===== src/sv/sbd_pkg.sv =====
// ----------------------------------------------------------------------------
// sbd_pkg
// Shared widths, register indexes, reset values and types of the
// single-button dimmer.
// ----------------------------------------------------------------------------
package sbd_pkg;

    localparam int LEVEL_W = 16;
    localparam int STEP_W  = 15;
    localparam int TICK_W  = 16;
    localparam int EDGE_W  = 24;
    localparam int CFG_IDX_W  = 2;
    localparam int CFG_DATA_W = 16;

    // register indexes of the configuration port
    localparam logic [CFG_IDX_W-1:0] REG_DIM_THRESHOLD = 2'd0;
    localparam logic [CFG_IDX_W-1:0] REG_RAMP_STEP     = 2'd1;
    localparam logic [CFG_IDX_W-1:0] REG_NOTIFY_PERIOD = 2'd2;
    localparam logic [CFG_IDX_W-1:0] REG_START_LEVEL   = 2'd3;

    localparam logic [TICK_W-1:0]  RST_DIM_THRESHOLD = 16'd500;
    localparam logic [STEP_W-1:0]  RST_RAMP_STEP     = 15'd66;
    localparam logic [TICK_W-1:0]  RST_NOTIFY_PERIOD = 16'd40;
    localparam logic [LEVEL_W-1:0] RST_START_LEVEL   = 16'd32768;

    localparam logic [LEVEL_W:0]   FULL_SCALE  = 17'd65535;
    localparam logic [LEVEL_W:0]   TWICE_FULL  = 17'd131070;
    localparam logic [EDGE_W-1:0]  EDGE_MAX    = 24'hFFFFFF;

    typedef struct packed {
        logic [LEVEL_W-1:0] brightness;
        logic               brightness_valid;
        logic               power_on;
        logic               power_changed;
        logic               dim_up;
    } t_result;

endpackage


===== src/sv/single_button_dimmer_core.sv =====
// ----------------------------------------------------------------------------
// single_button_dimmer_core
// Push-button dimmer: click toggles power, hold ramps brightness as a
// triangle wave, periodic brightness and power notifications.
// ----------------------------------------------------------------------------
// Each transaction (a time tick or a switch edge) is handled combinationally:
// the next state is computed from the stored state and the incoming
// item, and the result lands in a single output register in the cycle after
// acceptance. A new item is taken every cycle as long as the output register
// is empty or is being drained in the same cycle, so the sustained rate is
// one item per clock. Configuration writes take effect at once; writing the
// start brightness also loads the current level.
module single_button_dimmer_core (
    input  logic                               i_clk,
    input  logic                               i_rst_n,
    input  logic                               i_valid,
    output logic                               o_ready,
    input  logic                               i_req_type,
    input  logic                               i_switch_on,
    output logic                               o_valid,
    input  logic                               i_ready,
    output logic [sbd_pkg::LEVEL_W-1:0]        o_brightness,
    output logic                               o_brightness_valid,
    output logic                               o_power_on,
    output logic                               o_power_changed,
    output logic                               o_dim_up,
    input  logic                               i_cfg_we,
    input  logic [sbd_pkg::CFG_IDX_W-1:0]      i_cfg_index,
    input  logic [sbd_pkg::CFG_DATA_W-1:0]     i_cfg_data
);

    // configuration
    logic [sbd_pkg::TICK_W-1:0]  r_dim_threshold;
    logic [sbd_pkg::STEP_W-1:0]  r_ramp_step;
    logic [sbd_pkg::TICK_W-1:0]  r_notify_period;

    // dimmer state
    logic [sbd_pkg::LEVEL_W-1:0] r_level, n_level;
    logic                        r_rising, n_rising;
    logic                        r_held, n_held;
    logic                        r_powered, n_powered;
    logic [sbd_pkg::EDGE_W-1:0]  r_since_edge, n_since_edge;
    logic [sbd_pkg::TICK_W-1:0]  r_notify_count, n_notify_count;

    // output register
    logic                        r_out_valid;
    sbd_pkg::t_result            r_res, n_res;

    logic                        accept;
    logic [sbd_pkg::TICK_W-1:0]  period;
    logic [sbd_pkg::EDGE_W-1:0]  threshold_ext;
    logic [sbd_pkg::EDGE_W-1:0]  period_ext;
    logic [sbd_pkg::EDGE_W-1:0]  since_inc;
    logic [sbd_pkg::LEVEL_W:0]   ramp_sum;
    logic [sbd_pkg::LEVEL_W:0]   ramp_reflect;
    logic [sbd_pkg::LEVEL_W-1:0] ramp_level;
    logic                        ramp_rising;
    logic [sbd_pkg::TICK_W:0]    count_inc;
    logic                        notify;
    logic                        changed;

    assign o_ready = !r_out_valid || i_ready;
    assign accept  = i_valid && o_ready;

    assign period        = (r_notify_period == '0) ? sbd_pkg::TICK_W'(1) : r_notify_period;
    assign threshold_ext = {{(sbd_pkg::EDGE_W-sbd_pkg::TICK_W){1'b0}}, r_dim_threshold};
    assign period_ext    = {{(sbd_pkg::EDGE_W-sbd_pkg::TICK_W){1'b0}}, period};
    assign since_inc     = (r_since_edge == sbd_pkg::EDGE_MAX) ? r_since_edge
                                                               : r_since_edge + 24'd1;
    assign count_inc     = {1'b0, r_notify_count} + 17'd1;

    // one ramp step with reflection at both ends
    assign ramp_sum     = {1'b0, r_level} + {2'b00, r_ramp_step};
    assign ramp_reflect = sbd_pkg::TWICE_FULL - ramp_sum;

    always_comb begin
        if (r_rising) begin
            if (ramp_sum >= sbd_pkg::FULL_SCALE) begin
                ramp_level  = ramp_reflect[sbd_pkg::LEVEL_W-1:0];
                ramp_rising = 1'b0;
            end else begin
                ramp_level  = ramp_sum[sbd_pkg::LEVEL_W-1:0];
                ramp_rising = 1'b1;
            end
        end else begin
            if (r_level <= {1'b0, r_ramp_step}) begin
                ramp_level  = {1'b0, r_ramp_step} - r_level;
                ramp_rising = 1'b1;
            end else begin
                ramp_level  = r_level - {1'b0, r_ramp_step};
                ramp_rising = 1'b0;
            end
        end
    end

    always_comb begin
        n_level        = r_level;
        n_rising       = r_rising;
        n_held         = r_held;
        n_powered      = r_powered;
        n_since_edge   = r_since_edge;
        n_notify_count = r_notify_count;
        notify         = 1'b0;
        changed        = 1'b0;
        if (i_req_type) begin
            // release before the threshold is a click
            if (r_held && !i_switch_on && (r_since_edge < threshold_ext)) begin
                n_powered = !r_powered;
                changed   = 1'b1;
            end
            n_held       = i_switch_on;
            n_since_edge = '0;
        end else begin
            n_since_edge = since_inc;
            if (r_held && (since_inc > threshold_ext)) begin
                n_level  = ramp_level;
                n_rising = ramp_rising;
            end
            if (count_inc >= {1'b0, period}) begin
                n_notify_count = '0;
                if (r_held && (since_inc >= threshold_ext) && !r_powered) begin
                    n_powered = 1'b1;
                    changed   = 1'b1;
                end
                if (r_held || (since_inc <= period_ext)) begin
                    notify = 1'b1;
                end
            end else begin
                n_notify_count = count_inc[sbd_pkg::TICK_W-1:0];
            end
        end
        n_res.brightness       = n_level;
        n_res.brightness_valid = notify;
        n_res.power_on         = n_powered;
        n_res.power_changed    = changed;
        n_res.dim_up           = n_rising;
    end

    always_ff @(posedge i_clk) begin
        if (!i_rst_n) begin
            r_dim_threshold <= sbd_pkg::RST_DIM_THRESHOLD;
            r_ramp_step     <= sbd_pkg::RST_RAMP_STEP;
            r_notify_period <= sbd_pkg::RST_NOTIFY_PERIOD;
            r_level         <= sbd_pkg::RST_START_LEVEL;
            r_rising        <= 1'b1;
            r_held          <= 1'b0;
            r_powered       <= 1'b0;
            r_since_edge    <= '0;
            r_notify_count  <= '0;
        end else begin
            if (accept) begin
                r_level        <= n_level;
                r_rising       <= n_rising;
                r_held         <= n_held;
                r_powered      <= n_powered;
                r_since_edge   <= n_since_edge;
                r_notify_count <= n_notify_count;
            end
            if (i_cfg_we) begin
                case (i_cfg_index)
                    sbd_pkg::REG_DIM_THRESHOLD: begin
                        r_dim_threshold <= i_cfg_data;
                    end
                    sbd_pkg::REG_RAMP_STEP: begin
                        r_ramp_step <= i_cfg_data[sbd_pkg::STEP_W-1:0];
                    end
                    sbd_pkg::REG_NOTIFY_PERIOD: begin
                        r_notify_period <= i_cfg_data;
                    end
                    sbd_pkg::REG_START_LEVEL: begin
                        r_level <= i_cfg_data;
                    end
                    default: begin
                    end
                endcase
            end
        end
    end

    always_ff @(posedge i_clk) begin
        if (!i_rst_n) begin
            r_out_valid <= 1'b0;
        end else if (accept) begin
            r_out_valid <= 1'b1;
        end else if (i_ready) begin
            r_out_valid <= 1'b0;
        end
    end

    always_ff @(posedge i_clk) begin
        if (accept) begin
            r_res <= n_res;
        end
    end

    assign o_valid            = r_out_valid;
    assign o_brightness       = r_res.brightness;
    assign o_brightness_valid = r_res.brightness_valid;
    assign o_power_on         = r_res.power_on;
    assign o_power_changed    = r_res.power_changed;
    assign o_dim_up           = r_res.dim_up;

    // switch edges never move the level
    a_edge_keeps_level: assert property (@(posedge i_clk) disable iff (!i_rst_n)
        (accept && i_req_type && !i_cfg_we) |=> (r_level == $past(r_level)))
        else $error("level changed on a switch edge");

    // notifications only come from ticks
    a_edge_no_notify: assert property (@(posedge i_clk) disable iff (!i_rst_n)
        (accept && i_req_type) |=> !r_res.brightness_valid)
        else $error("brightness notification on a switch edge");

    // reported power change matches the stored power state
    a_power_flag: assert property (@(posedge i_clk) disable iff (!i_rst_n)
        accept |=> (r_res.power_changed == (r_powered != $past(r_powered))))
        else $error("power change flag disagrees with power state");

    // notify counter stays inside the period after a tick
    a_count_range: assert property (@(posedge i_clk) disable iff (!i_rst_n)
        (accept && !i_req_type && !i_cfg_we) |=> (r_notify_count < period))
        else $error("notify counter out of range");

endmodule


===== config.mk =====
export PLATFORM = sky130hd
export DESIGN_NAME = single_button_dimmer_core
export DESIGN_NICKNAME = d
export VERILOG_FILES = /design/src/sv/sbd_pkg.sv /design/src/sv/single_button_dimmer_core.sv
export SDC_FILE = /design/constraint.sdc
export NUM_CORES = 1
export LEC_CHECK = 0
export BUFFER_PORTS_ARGS = -buffer_cell sky130_fd_sc_hd__buf_4
export CORE_ASPECT_RATIO = 1.4
export CORE_UTILIZATION = 40
export DETAILED_ROUTE_END_ITERATION = 8
export SYNTH_ARGS = -nofsm -noshare
export SYNTH_HDL_FRONTEND = slang
export SYNTH_SLANG_ARGS = --single-unit

===== constraint.sdc =====
create_clock -name i_clk -period 6.5 [get_ports i_clk]
set_clock_uncertainty 0.15 [all_clocks]
set_input_delay 1.3 -clock i_clk [delete_from_list [all_inputs] [get_ports i_clk]]
set_output_delay 1.3 -clock i_clk [all_outputs]
set_load 0.005 [all_outputs]

# Word level (Yosys, flattened, before mapping)
# Cells that the tools add are included.
# Widths: inputs -> output; s select.
[totals]
mem_count = 0
ram_bits = 0
rom_bits = 0
elab_cells = 82
reg_bits = 127
latchBits = 0
inputBits = 25
[op_classes]
div_mod_pow = 0
n_eq_ne = 4
mux = 28
n_shift = 0
n_bitwise = 2
reduce_logical = 20
add_sub_neg = 6
mul = 0
n_lt_le_gt_ge = 7
[op_table]
columns = ["op", "n"]
rows = [
  ["$mux 16", 10],
  ["$mux 24", 2],
  ["$add 24x1->24 const B", 1],
  ["$eq 24x24->1 const B", 1],
  ["$ge 24x16->1", 1],
  ["$gt 24x16->1", 1],
  ["$le 24x16->1", 1],
  ["$lt 24x16->1", 1],
  ["$add 16x1->17 const B", 1],
  ["$add 16x15->17", 1],
  ["$ge 17x16->1", 1],
  ["$ge 17x16->1 const B", 1],
  ["$le 16x15->1", 1],
  ["$logic_not 16->1", 1],
  ["$mux 1", 16],
  ["$sub 15x16->16", 1],
  ["$sub 16x15->16", 1],
  ["$sub 16x16->16 const A", 1],
  ["$reduce_and 2->1", 5],
  ["$logic_and 1x1->1", 6],
  ["$eq 2x2->1 const B", 2],
  ["$logic_not 1->1", 3],
  ["$eq 2x1->1 const B", 1],
  ["$logic_not 2->1", 1],
  ["4 further kinds", 6],
]

# Depth between registers and ports, before layout
# Gate-level depths: netlist (run 1).
[depth]
ltp_word = 9
mapped_depth = 21
depth_no_buf = 19

# Worst setup path after synthesis (run 1)
# No wires, ideal clock.
[synth_timing]
kind = "register -> register"
from = "register r_since_edge[22] (netlist bit)"
to = "register r_res, in the netlist o_brightness[11] (data pin)"
arrival_time_ps = 3890
n_path_buf = 3
setup_time_ps = 260
required_ps = 6090
slack_ps = 2200
path_stages_with_launch = 19
cell_sequence = "dfxtp_1 clkbuf_1 and2_1 nand4_1 or4_1 buf_2 nand2b_1 nor2_1 xor2_1 ha_1 nand4_1 nor2_1 o2111ai_1 a21o_1 a31oi_1 o21ai_0 a21oi_2 clkbuf_1 mux2_2"
[synth_via]
elab_chain_cells = 6
elab_cells_between_ends = 7
classes_between = "1 x add/sub; 1 x order compare; 1 x eq/ne; 3 x mux; 1 x reduce/logical"
[synth_rtl]
columns = ["item", "line_no", "rtl"]
rows = [
  ["from (decl)", "single_button_dimmer_core.sv:42", "logic [sbd_pkg::EDGE_W-1:0] r_since_edge, n_since_edge;"],
  ["from (signal assigned)", "single_button_dimmer_core.sv:156", "r_since_edge <= n_since_edge;"],
  ["$add 24x1->24 / $eq 24x24->1 (equally long branches)", "single_button_dimmer_core.sv:69, single_button_dimmer_core.sv:68", ""],
  ["$mux 24 *", "single_button_dimmer_core.sv:68", "assign since_inc = (r_since_edge == sbd_pkg::EDGE_MAX) ? r_since_edge"],
  ["$gt 24x16->1 *", "single_button_dimmer_core.sv:115", "if (r_held && (since_inc > threshold_ext)) begin"],
  ["$logic_and 1x1->1 *", "single_button_dimmer_core.sv:115", ""],
  ["$mux 16 *", "single_button_dimmer_core.sv:115", ""],
  ["$mux 16 *", "single_button_dimmer_core.sv:105", "if (i_req_type) begin"],
  ["via n_level (one bit)", "single_button_dimmer_core.sv:38", "logic [sbd_pkg::LEVEL_W-1:0] r_level, n_level;"],
  ["to (signal assigned)", "single_button_dimmer_core.sv:192", "r_res <= n_res;"],
  ["to (decl)", "single_button_dimmer_core.sv:47", "sbd_pkg::t_result r_res, n_res;"],
]
# The timed path passes the listed nets; every way through them passes the cells marked *.
# A chain may end at the register's enable or synchronous reset.

# Worst setup path in the final report (run 1)
[layout_timing]
from = "register r_since_edge[17] (netlist bit)"
to = "register r_level[3] (netlist bit)"
[layout_via]
elab_chain_cells = 9
elab_cells_between_ends = 10
classes_between = "1 x add/sub; 1 x order compare; 1 x eq/ne; 6 x mux; 1 x reduce/logical"
[layout_rtl]
columns = ["item", "line_no", "rtl"]
rows = [
  ["$add 24x1->24 / $eq 24x24->1 (equally long branches)", "single_button_dimmer_core.sv:69, single_button_dimmer_core.sv:68", ""],
  ["$mux 24 *", "single_button_dimmer_core.sv:68", ""],
  ["$gt 24x16->1 *", "single_button_dimmer_core.sv:115", ""],
  ["$logic_and 1x1->1 *", "single_button_dimmer_core.sv:115", ""],
  ["$mux 16 *", "single_button_dimmer_core.sv:115", ""],
  ["$mux 16 *", "single_button_dimmer_core.sv:105", ""],
  ["$mux 16 *", "single_button_dimmer_core.sv:151", "if (accept) begin"],
  ["$mux 16", "single_button_dimmer_core.sv:160", "case (i_cfg_index)"],
  ["$mux 16 *", "single_button_dimmer_core.sv:159", "if (i_cfg_we) begin"],
  ["to (signal assigned)", "single_button_dimmer_core.sv:144", "r_level <= sbd_pkg::RST_START_LEVEL;"],
  ["to (signal assigned)", "single_button_dimmer_core.sv:152", "r_level <= n_level;"],
  ["to (signal assigned)", "single_button_dimmer_core.sv:171", "r_level <= i_cfg_data;"],
  ["to (decl)", "single_button_dimmer_core.sv:38", ""],
]
# Every way passes the cells marked *; elsewhere a longest branch is shown, timed or not.

==> results of run 1 <==
## power by group through the flow
stage          Clock, W  Combinational (W)  Sequential [W]
6_report       0.000924           0.000432        0.000846
4_1_cts        0.000942           0.000426        0.000846
3_5_place_dp          0           0.000424        0.000863
2_1_floorplan         0           0.000284        0.000858
3_3_place_gp          0           0.000424        0.000863
5_1_grt        0.000968           0.000468        0.000850
## worst max-delay path by stage
stage | slack [ps] | endpoint | start
2_1_floorplan | 2200 | o_brightness[11] | r_since_edge[22]
3_3_place_gp | 1450 | r_level[8] | r_since_edge[17]
3_5_place_dp | 1320 | r_level[2] | r_since_edge[17]
4_1_cts | 1280 | r_level[3] | r_since_edge[17]
5_1_grt | 690 | r_level[2] | r_since_edge[17]
6_report | 1200 | r_level[3] | r_since_edge[17]
## metrics by stage
step | setup slack [ps] | hold WS (ps) | instance area [µm²] | utilization
floorplan | 2200 | 286 | 10400 | -
global placement | 1450 | 293 | 11000 | 0.431
detailed placement | 1320 | 298 | 11000 | 0.431
CTS | 1280 | 306 | 11500 | 0.453
global route | 692 | 322 | 11500 | 0.453
finish | 1200 | 309 | 11500 | 0.453
## critical path: cells and delay by family (launching register included)
family,cells,cell delay (ps)
xor gates and xnor gates,1,180
DFF,1,490
adders and majority gates,1,300
and+or+nand+nor,10,2590
AOI/OAI and AO/OA,6,1420
## kinds of logic (layout without fill, tap and decap cells)
family / Yosys count / after routing / share of synthesized area
buffers and inverters: 150 / 174 / 0.0572
multiplexers: 20 / 20 / 0.0201
AO/OA/AOI/OAI: 377 / 377 / 0.241
XOR/XNOR: 62 / 62 / 0.0522
AND/OR/NAND/NOR: 485 / 485 / 0.225
adder cells (fa/ha/maj): 115 / 115 / 0.140
flip-flops: 127 / 127 / 0.264
## synth_stat cells (19+ instances only)
master,n
nand4_1,24
inv_1,81
o21ai_0,71
dfxtp_1,107
nor2_1,98
a21oi_1,111
nand2_1,169
xnor2_1,43
edfxtp_1,20
xor2_1,19
a21o_1,27
nor3_1,20
ha_1,112
nand3_1,59
and3_1,23
clkbuf_1,53
## flip-flops by register name, summed over array words and instances (netlist names), 15 cells and up
signal,flops
r_dim_threshold,16
o_brightness,16
r_since_edge,24
r_notify_count,16
r_ramp_step,15
r_notify_period,16
r_level,16
## layer usage
metal	global-route usage	up-vias	wire length (µm)
met1	0.264	4752	13200
met5	0	-	0
met2	0.495	270	17600
met3	0.0273	83	1070
met4	0.151	0	1720
li1	-	4845	-
## cell type report
class / instances / area share
sequential: 127 / 0.238
clock inverter: 8 / 0.00803
tap: 319 / 0.0346
timing repair buffer: 61 / 0.0397
multi-input combinational: 1059 / 0.613
inverter: 83 / 0.0270
clock buffer: 22 / 0.0394
==> impl_metrics.toml, run 1 <==
[run_status]
status = "finished with violations"
failed_checks = "design-rule violations"

[yosys]
synthesis.area_um2 = 10400
yosys_register_bits = 127
synth_cell_types = 86
synth_top_area_cell = "dfxtp_1"
synth_area_leaders = "dfxtp_1, ha_1, nand2_1, edfxtp_1, a21oi_1"
synth_top_area_share = 0.206
syn_inst = 1336
async_reset_ff_frac = 0
ys_warn_count = 0
synth_area_per_cell_um2 = 7.79
synth_edf_count = 20
synthFlopType = "dfxtp_1"
seq_area_frac_synth = 0.264
synth_nets = 1476

[worst_setup_path]
critPathMaxFanout = 13
startpoint_type = "register"
slowest_delay_ps = 780
cp_cell_sequence = "and3_1 -> nand4_1 -> or4_1 -> nand2b_1 -> nor2_1 -> xor2_1 -> ha_1 -> nand4_1 -> nor2_1 -> o2111ai_1 -> a21o_1 -> a31oi_1 -> o21ai_0 -> a21oi_2 -> and2_1 -> nor2_1 -> a222oi_1 -> nor2_1"
reg2regPathDepth = 18
crit_top_cell = "nor2_1"
end_kind = "register"
timing.rr.end = "r_level[3]"
crit_type = "reg -> reg"
r2r_slack_ps = 1200
crit_slowest_cell = "or4_1"
cp.arrival_ps = 5430
required_ps = 6630
r2r_start = "r_since_edge[17]"

[die]
core_um2 = 25500
io_pins = 47
initial_core_util = 0.409
fp.dieW_um = 138
die-area_um2 = 26700
die_h_um = 193
rows = 69

[final_layout]
multiInputGateArea_um2 = 7070
area_growth_pct = 10.8
drive_gt1_frac = 0.0875
final_cell_mix = "nand2_1, ha_1, a21oi_1"
nets = 1489
n_antenna_cell = 0
fillers = 2534
layout_commonest_cell = "nand2_1"
final_cells = 1679
seqCellArea_um2 = 2740

[grt]
grt_max_degree = 46
grt_pass1_wl_um = 52300
grt.overflow.total = 0
antenna_found_initial = 0
track_usage = 0.255
grt_pass1_vias = 9736

[route]
drt_iter0_drc = 635
vias_per_cell = 5.93
drc = 6
wl_um = 33600
avgRoutedWirePerCell_um = 20.0
ant_nets = 0
first_pass_iters = 7
vias = 9950

[cts]
cts-root-buf = "clkbuf_16"
cts_max_level = 4
post_cts.repair.setup_buffers = 0
clk_pin_slew_ps = 60
clkLatencyLatePin_ps = 430
clk_path_buf_depth = 2
cts_buffers = 17
cts_tree = "built"
cts-resized-gates = 0
holdBufCountCts = 0
clock-sinks = 127

[power_and_ir_drop]
p_comb_frac = 0.196
swShare = 0.297
ir_drop_mv = 0.191
p_leak_nw = 4.91
p_sw_w = 0.000654
power.density_nw_per_um2 = 191
power_w = 0.00220
clkPwrFrac = 0.420
intPower_w = 0.00155
power_frac_seq = 0.384

[placement]
routabilityCongestion = 0.961
dp_cells = 1649
portBuffers = 46
hpwl_um = 26000

[hold_path]
hold_end = "r_dim_threshold[13]"
hold_path_startpoint = "r_dim_threshold[13]"
hp-class = "reg -> reg"
hold_depth = 2

[job]
drv_cap = 0

[timing]
period_share = 0.816
slew_violations = 0
worst_slew_pin_slew_ps = 1190
max_freq_ghz = 0.189
rsz0062_at_grt = "no"
timing.final.crit_period_ps = 5300
fin_tns_setup_ps = 0
setup_viol = 0
slew_headroom = 0.201
hold_violations = 0
Power figures use the tool's default switching activity.
==> run 2, diff against run 1 <==
==> constraint.sdc (replaced) <==
create_clock -name i_clk -period 5.25 [get_ports i_clk]
set_clock_uncertainty 0.15 [all_clocks]
set_input_delay 1.05 -clock i_clk [delete_from_list [all_inputs] [get_ports i_clk]]
set_output_delay 1.05 -clock i_clk [all_outputs]
set_load 0.005 [all_outputs]
==> impl_metrics.toml, run 2 (synthesis results as in run 1) <==
[run_status]
status = "finished with violations"
failed_checks = "design-rule violations"

[worst_setup_path]
critPathMaxFanout = 13
cp.arrival_ps = 4960
crit_type = "reg -> reg"
required_ps = 5400
startpoint_type = "register"
end_kind = "register"

[timing]
slew_headroom = 0.187
rsz0062_at_grt = "no"
timing.final.crit_period_ps = 4810
slew_violations = 0
hold_slack_ps = 306
worst_slack_ps = 440
hold_violations = 0
fin_tns_setup_ps = 0
worst_slew_pin_slew_ps = 1210
setup_viol = 0
period_share = 0.916
max_freq_ghz = 0.208

[final_layout]
drive_gt1_frac = 0.0944
regMostFlops = "r_since_edge"
largest_register_ffs = 24
nets = 1494
final_cell_mix = "nand2_1, ha_1, a21oi_1"
layout_commonest_cell = "nand2_1"
n_antenna_cell = 0
fillers = 2565
area_growth_pct = 11.7

[cts]
cts_tree = "built"
cts_max_level = 4
cts_buffers = 17
clk_pin_slew_ps = 60
cts-root-buf = "clkbuf_16"
clkLatencyLatePin_ps = 430
post_cts.repair.setup_buffers = 0
cts-resized-gates = 0
clock-sinks = 127
holdBufCountCts = 0
clk_path_buf_depth = 2

[power_and_ir_drop]
swShare = 0.306
p_leak_nw = 4.95
intPower_w = 0.00193
p_comb_frac = 0.191
clkPwrFrac = 0.432
ir_drop_mv = 0.201
power.density_nw_per_um2 = 240
p_sw_w = 0.000853
power_frac_seq = 0.377

[route]
avgRoutedWirePerCell_um = 19.5
first_pass_iters = 9
vias_per_cell = 5.88
ant_nets = 0
drc = 5
wl_um = 32900
drt_iter0_drc = 618
vias = 9916

[grt]
gr-usage-met1 = 0.266
grt_pass1_wl_um = 51400
grt_use_met3 = 0.0251
grt_pass1_vias = 9519
grt_use_met2 = 0.478
antenna_found_initial = 0
grt.overflow.total = 0
top_usage_layer = "met2"
grt_max_degree = 49
track_usage = 0.248

[job]
drv_cap = 0

[die]
die-area_um2 = 26700
io_pins = 47
core_um2 = 25500
initial_core_util = 0.409
rows = 69
fp.dieW_um = 138
die_h_um = 193

[placement]
portBuffers = 46
place_ws_ps = 451
routabilityCongestion = 0.967
hpwl_um = 25500

[hold_path]
hp-class = "reg -> reg"
## run 2: changes by cell type in the layout (fill, tap and decap cells not counted), sizes merged
cell	previous run	this run
inv	83	87
buf	61	66
bufinv	2	1
clkbuf	22	20
clkinv	5	6
## run 2: power groups by stage
stage                     logic, W  registers [W]  clock network (W)
after floorplan           0.000352        0.00106                  0
after global placement    0.000523        0.00107                  0
after detailed placement  0.000523        0.00107                  0
after CTS                 0.000526        0.00105            0.00122
after global routing      0.000581        0.00105            0.00126
final                     0.000532        0.00105            0.00121
## run 2: through the flow
stage,cells,instance area (µm²),power (W),utilization
2_1_floorplan,1336,10400,0.00141,-
3_3_place_gp,1654,11000,0.00159,0.433
3_5_place_dp,1654,11000,0.00159,0.433
4_1_cts,1686,11600,0.00280,0.456
5_1_grt,1686,11600,0.00290,0.456
6_report,1686,11600,0.00279,0.456
## run 2: final cells by class
type / instances / area, µm² / area share
Clock inverter: 12 / 121 / 0.0104
Timing Repair Buffer: 66 / 495 / 0.0426
Sequential cell: 127 / 2740 / 0.236
Inverter: 83 / 312 / 0.0268
Multi-Input combinational cell: 1059 / 7070 / 0.609
Clock buffer: 20 / 479 / 0.0412
Tap cell: 319 / 399 / 0.0343
## run 2: layer usage
layer / routed length (µm) / vias up
li1: - / 4859
met1: 13200 / 4702
met5: 0 / -
met2: 17300 / 267
met4: 1400 / 0
met3: 1020 / 88
## run 2: path summary, 6_finish.rpt
| check | from | to | slack, ps | cells past startpoint |
|---|---|---|---|---|
| worst min-delay path | r_dim_threshold[11] | r_dim_threshold[11] | 310 | 2 |
| worst min register to register | r_dim_threshold[11] | r_dim_threshold[11] | 310 | 2 |
| worst max register to register | r_since_edge[17] | r_level[2] | 440 | 18 |
| worst max-delay path | r_since_edge[17] | r_level[2] | 440 | 18 |
## run 2: critical path, cell delays in order, from the launching register on
cell	delay, ps
dfxtp_1	490
and3_1	300
nand4_1	220
or4_1	760
nand2b_1	200
nor2_1	80
xor2_1	170
ha_1	300
nand4_1	60
nor2_1	170
o2111ai_1	130
a21o_1	170
a31oi_1	190
o21ai_0	130
a21oi_2	210
and2_1	450
nor2_1	180
a222oi_1	260
nor2_1	60
==> run 3, diff against run 2 <==
==> constraint.sdc (replaced) <==
create_clock -name i_clk -period 6.2 [get_ports i_clk]
set_clock_uncertainty 0.15 [all_clocks]
set_input_delay 1.24 -clock i_clk [delete_from_list [all_inputs] [get_ports i_clk]]
set_output_delay 1.24 -clock i_clk [all_outputs]
set_load 0.005 [all_outputs]
==> impl_metrics.toml, run 3 (synthesis results as in run 1) <==
[run_status]
status = "finished with violations"
failed_checks = "design-rule violations"

[timing]
fin_tns_setup_ps = 0
slew_headroom = 0.212
worst_slew_pin_slew_ps = 1180
slew_violations = 0
rsz0062_at_grt = "no"
period_share = 0.825
setup_viol = 0
timing.final.crit_period_ps = 5110
hold_violations = 0
max_freq_ghz = 0.196

[route]
drt_iter0_drc = 667
vias = 9821
avgRoutedWirePerCell_um = 19.6
ant_nets = 0
vias_per_cell = 5.85
wl_um = 32900
first_pass_iters = 7
drc = 5

[cts]
clk_path_buf_depth = 2
cts-root-buf = "clkbuf_16"
cts_max_level = 4
clkLatencyLatePin_ps = 420
cts_buffers = 17
clock-sinks = 127
holdBufCountCts = 0
cts-resized-gates = 0
cts_tree = "built"
post_cts.repair.setup_buffers = 0
clk_pin_slew_ps = 60

[worst_setup_path]
crit_type = "reg -> reg"
timing.rr.end = "r_level[8]"
startpoint_type = "register"
r2r_start = "r_since_edge[17]"
r2r_slack_ps = 1090
required_ps = 6350
reg2regPathDepth = 19
end_kind = "register"
critPathMaxFanout = 25
cp.arrival_ps = 5260

[final_layout]
n_antenna_cell = 0
fin_area_um2 = 11600
final_cells = 1680
layout_commonest_cell = "nand2_1"
largest_register_ffs = 24
utilization = 0.455
area_growth_pct = 11.5
drive_gt1_frac = 0.0911
regMostFlops = "r_since_edge"
final_cell_mix = "nand2_1, ha_1, a21oi_1"
nets = 1488

[die]
rows = 69
core_um2 = 25500
io_pins = 47
die_h_um = 193
fp.dieW_um = 138
initial_core_util = 0.409
die-area_um2 = 26700

[power_and_ir_drop]
p_sw_w = 0.000706
swShare = 0.294
intPower_w = 0.00170
p_comb_frac = 0.188
ir_drop_mv = 0.172
power_frac_seq = 0.370
clkPwrFrac = 0.442
power.density_nw_per_um2 = 207
p_leak_nw = 4.93

[placement]
place_area_um2 = 11000
hpwl_um = 25800
routabilityCongestion = 0.968
dp_cells = 1648
portBuffers = 46

[grt]
grt_pass1_wl_um = 51600
grt.overflow.total = 0
track_usage = 0.249
grt_pass1_vias = 9594
grt_max_degree = 40
antenna_found_initial = 0

[hold_path]
hp-class = "reg -> reg"
hold_depth = 2
hold_end = "r_dim_threshold[12]"
hold_path_startpoint = "r_dim_threshold[12]"

[job]
drv_cap = 0
run 3: cell types whose count changed in the layout (fill, tap and decap cells not counted):
cell / before / now
buf_4: 66 / 60
clkinv_4: 5 / 0
inv_6: 4 / 3
clkinv_2: 1 / 2
clkbuf_8: 0 / 3
clkbuf_1: 1 / 0
clkbuf_16: 19 / 17
clkinvlp_4: 1 / 4
bufinv_16: 1 / 3
run 3: final cells by class:
class                   count  area (µm²)
fillers                  2545       13900
flip-flops and latches    127        2740
well taps                 319         399
inverters                  83         312
clock inverters            12         156
multi-input cells        1059        7070
repair buffers             60         450
clock buffers              20         467
run 3: worst max-delay path by stage:
stage,cells after the start,slack (ps),to,from
2_1_floorplan,18,1900,o_brightness[11],r_since_edge[22]
3_3_place_gp,19,1210,r_level[2],r_since_edge[17]
3_5_place_dp,19,1100,r_level[2],r_since_edge[17]
4_1_cts,19,1100,r_level[2],r_since_edge[17]
5_1_grt,19,620,r_level[8],r_since_edge[17]
6_report,19,1090,r_level[8],r_since_edge[17]
run 3: through the flow:
stage	setup WS, ps	hold slack [ps]	total power (W)
2_1_floorplan	1900	286	0.00120
3_3_place_gp	1210	293	0.00135
3_5_place_dp	1100	303	0.00135
4_1_cts	1100	315	0.00241
5_1_grt	618	324	0.00249
6_report	1090	312	0.00240
run 3: layer usage:
layer | share of wire | vias to the layer above | GRT usage
met5 | 0 | - | 0
met4 | 0.042 | 0 | 0.122
met3 | 0.031 | 77 | 0.0251
met2 | 0.53 | 216 | 0.492
met1 | 0.39 | 4694 | 0.262
li1 | - | 4834 | -
run 3: power groups by stage:
stage | sequential [W] | combinational, W | clock (W)
after CTS | 0.000888 | 0.000448 | 0.00107
after floorplan | 0.000900 | 0.000298 | 0
after detailed placement | 0.000906 | 0.000446 | 0
after global routing | 0.000891 | 0.000492 | 0.00111
final | 0.000888 | 0.000453 | 0.00106
after global placement | 0.000905 | 0.000445 | 0
run 3: worst max-delay path, stage by stage (launching register included):
cell and delay, ps:
dfxtp_1 490, and3_1 300, nand4_1 230, or4_1 760
nand2b_1 200, nor2_1 70, xor2_1 170, ha_1 290
nand4_1 60, nor2_1 180, o2111ai_1 130, a21o_1 170
a31oi_1 200, o21ai_0 140, a21oi_2 150, buf_4 290
and2_1 470, nor2_1 170, a222oi_1 270, nor2_1 60
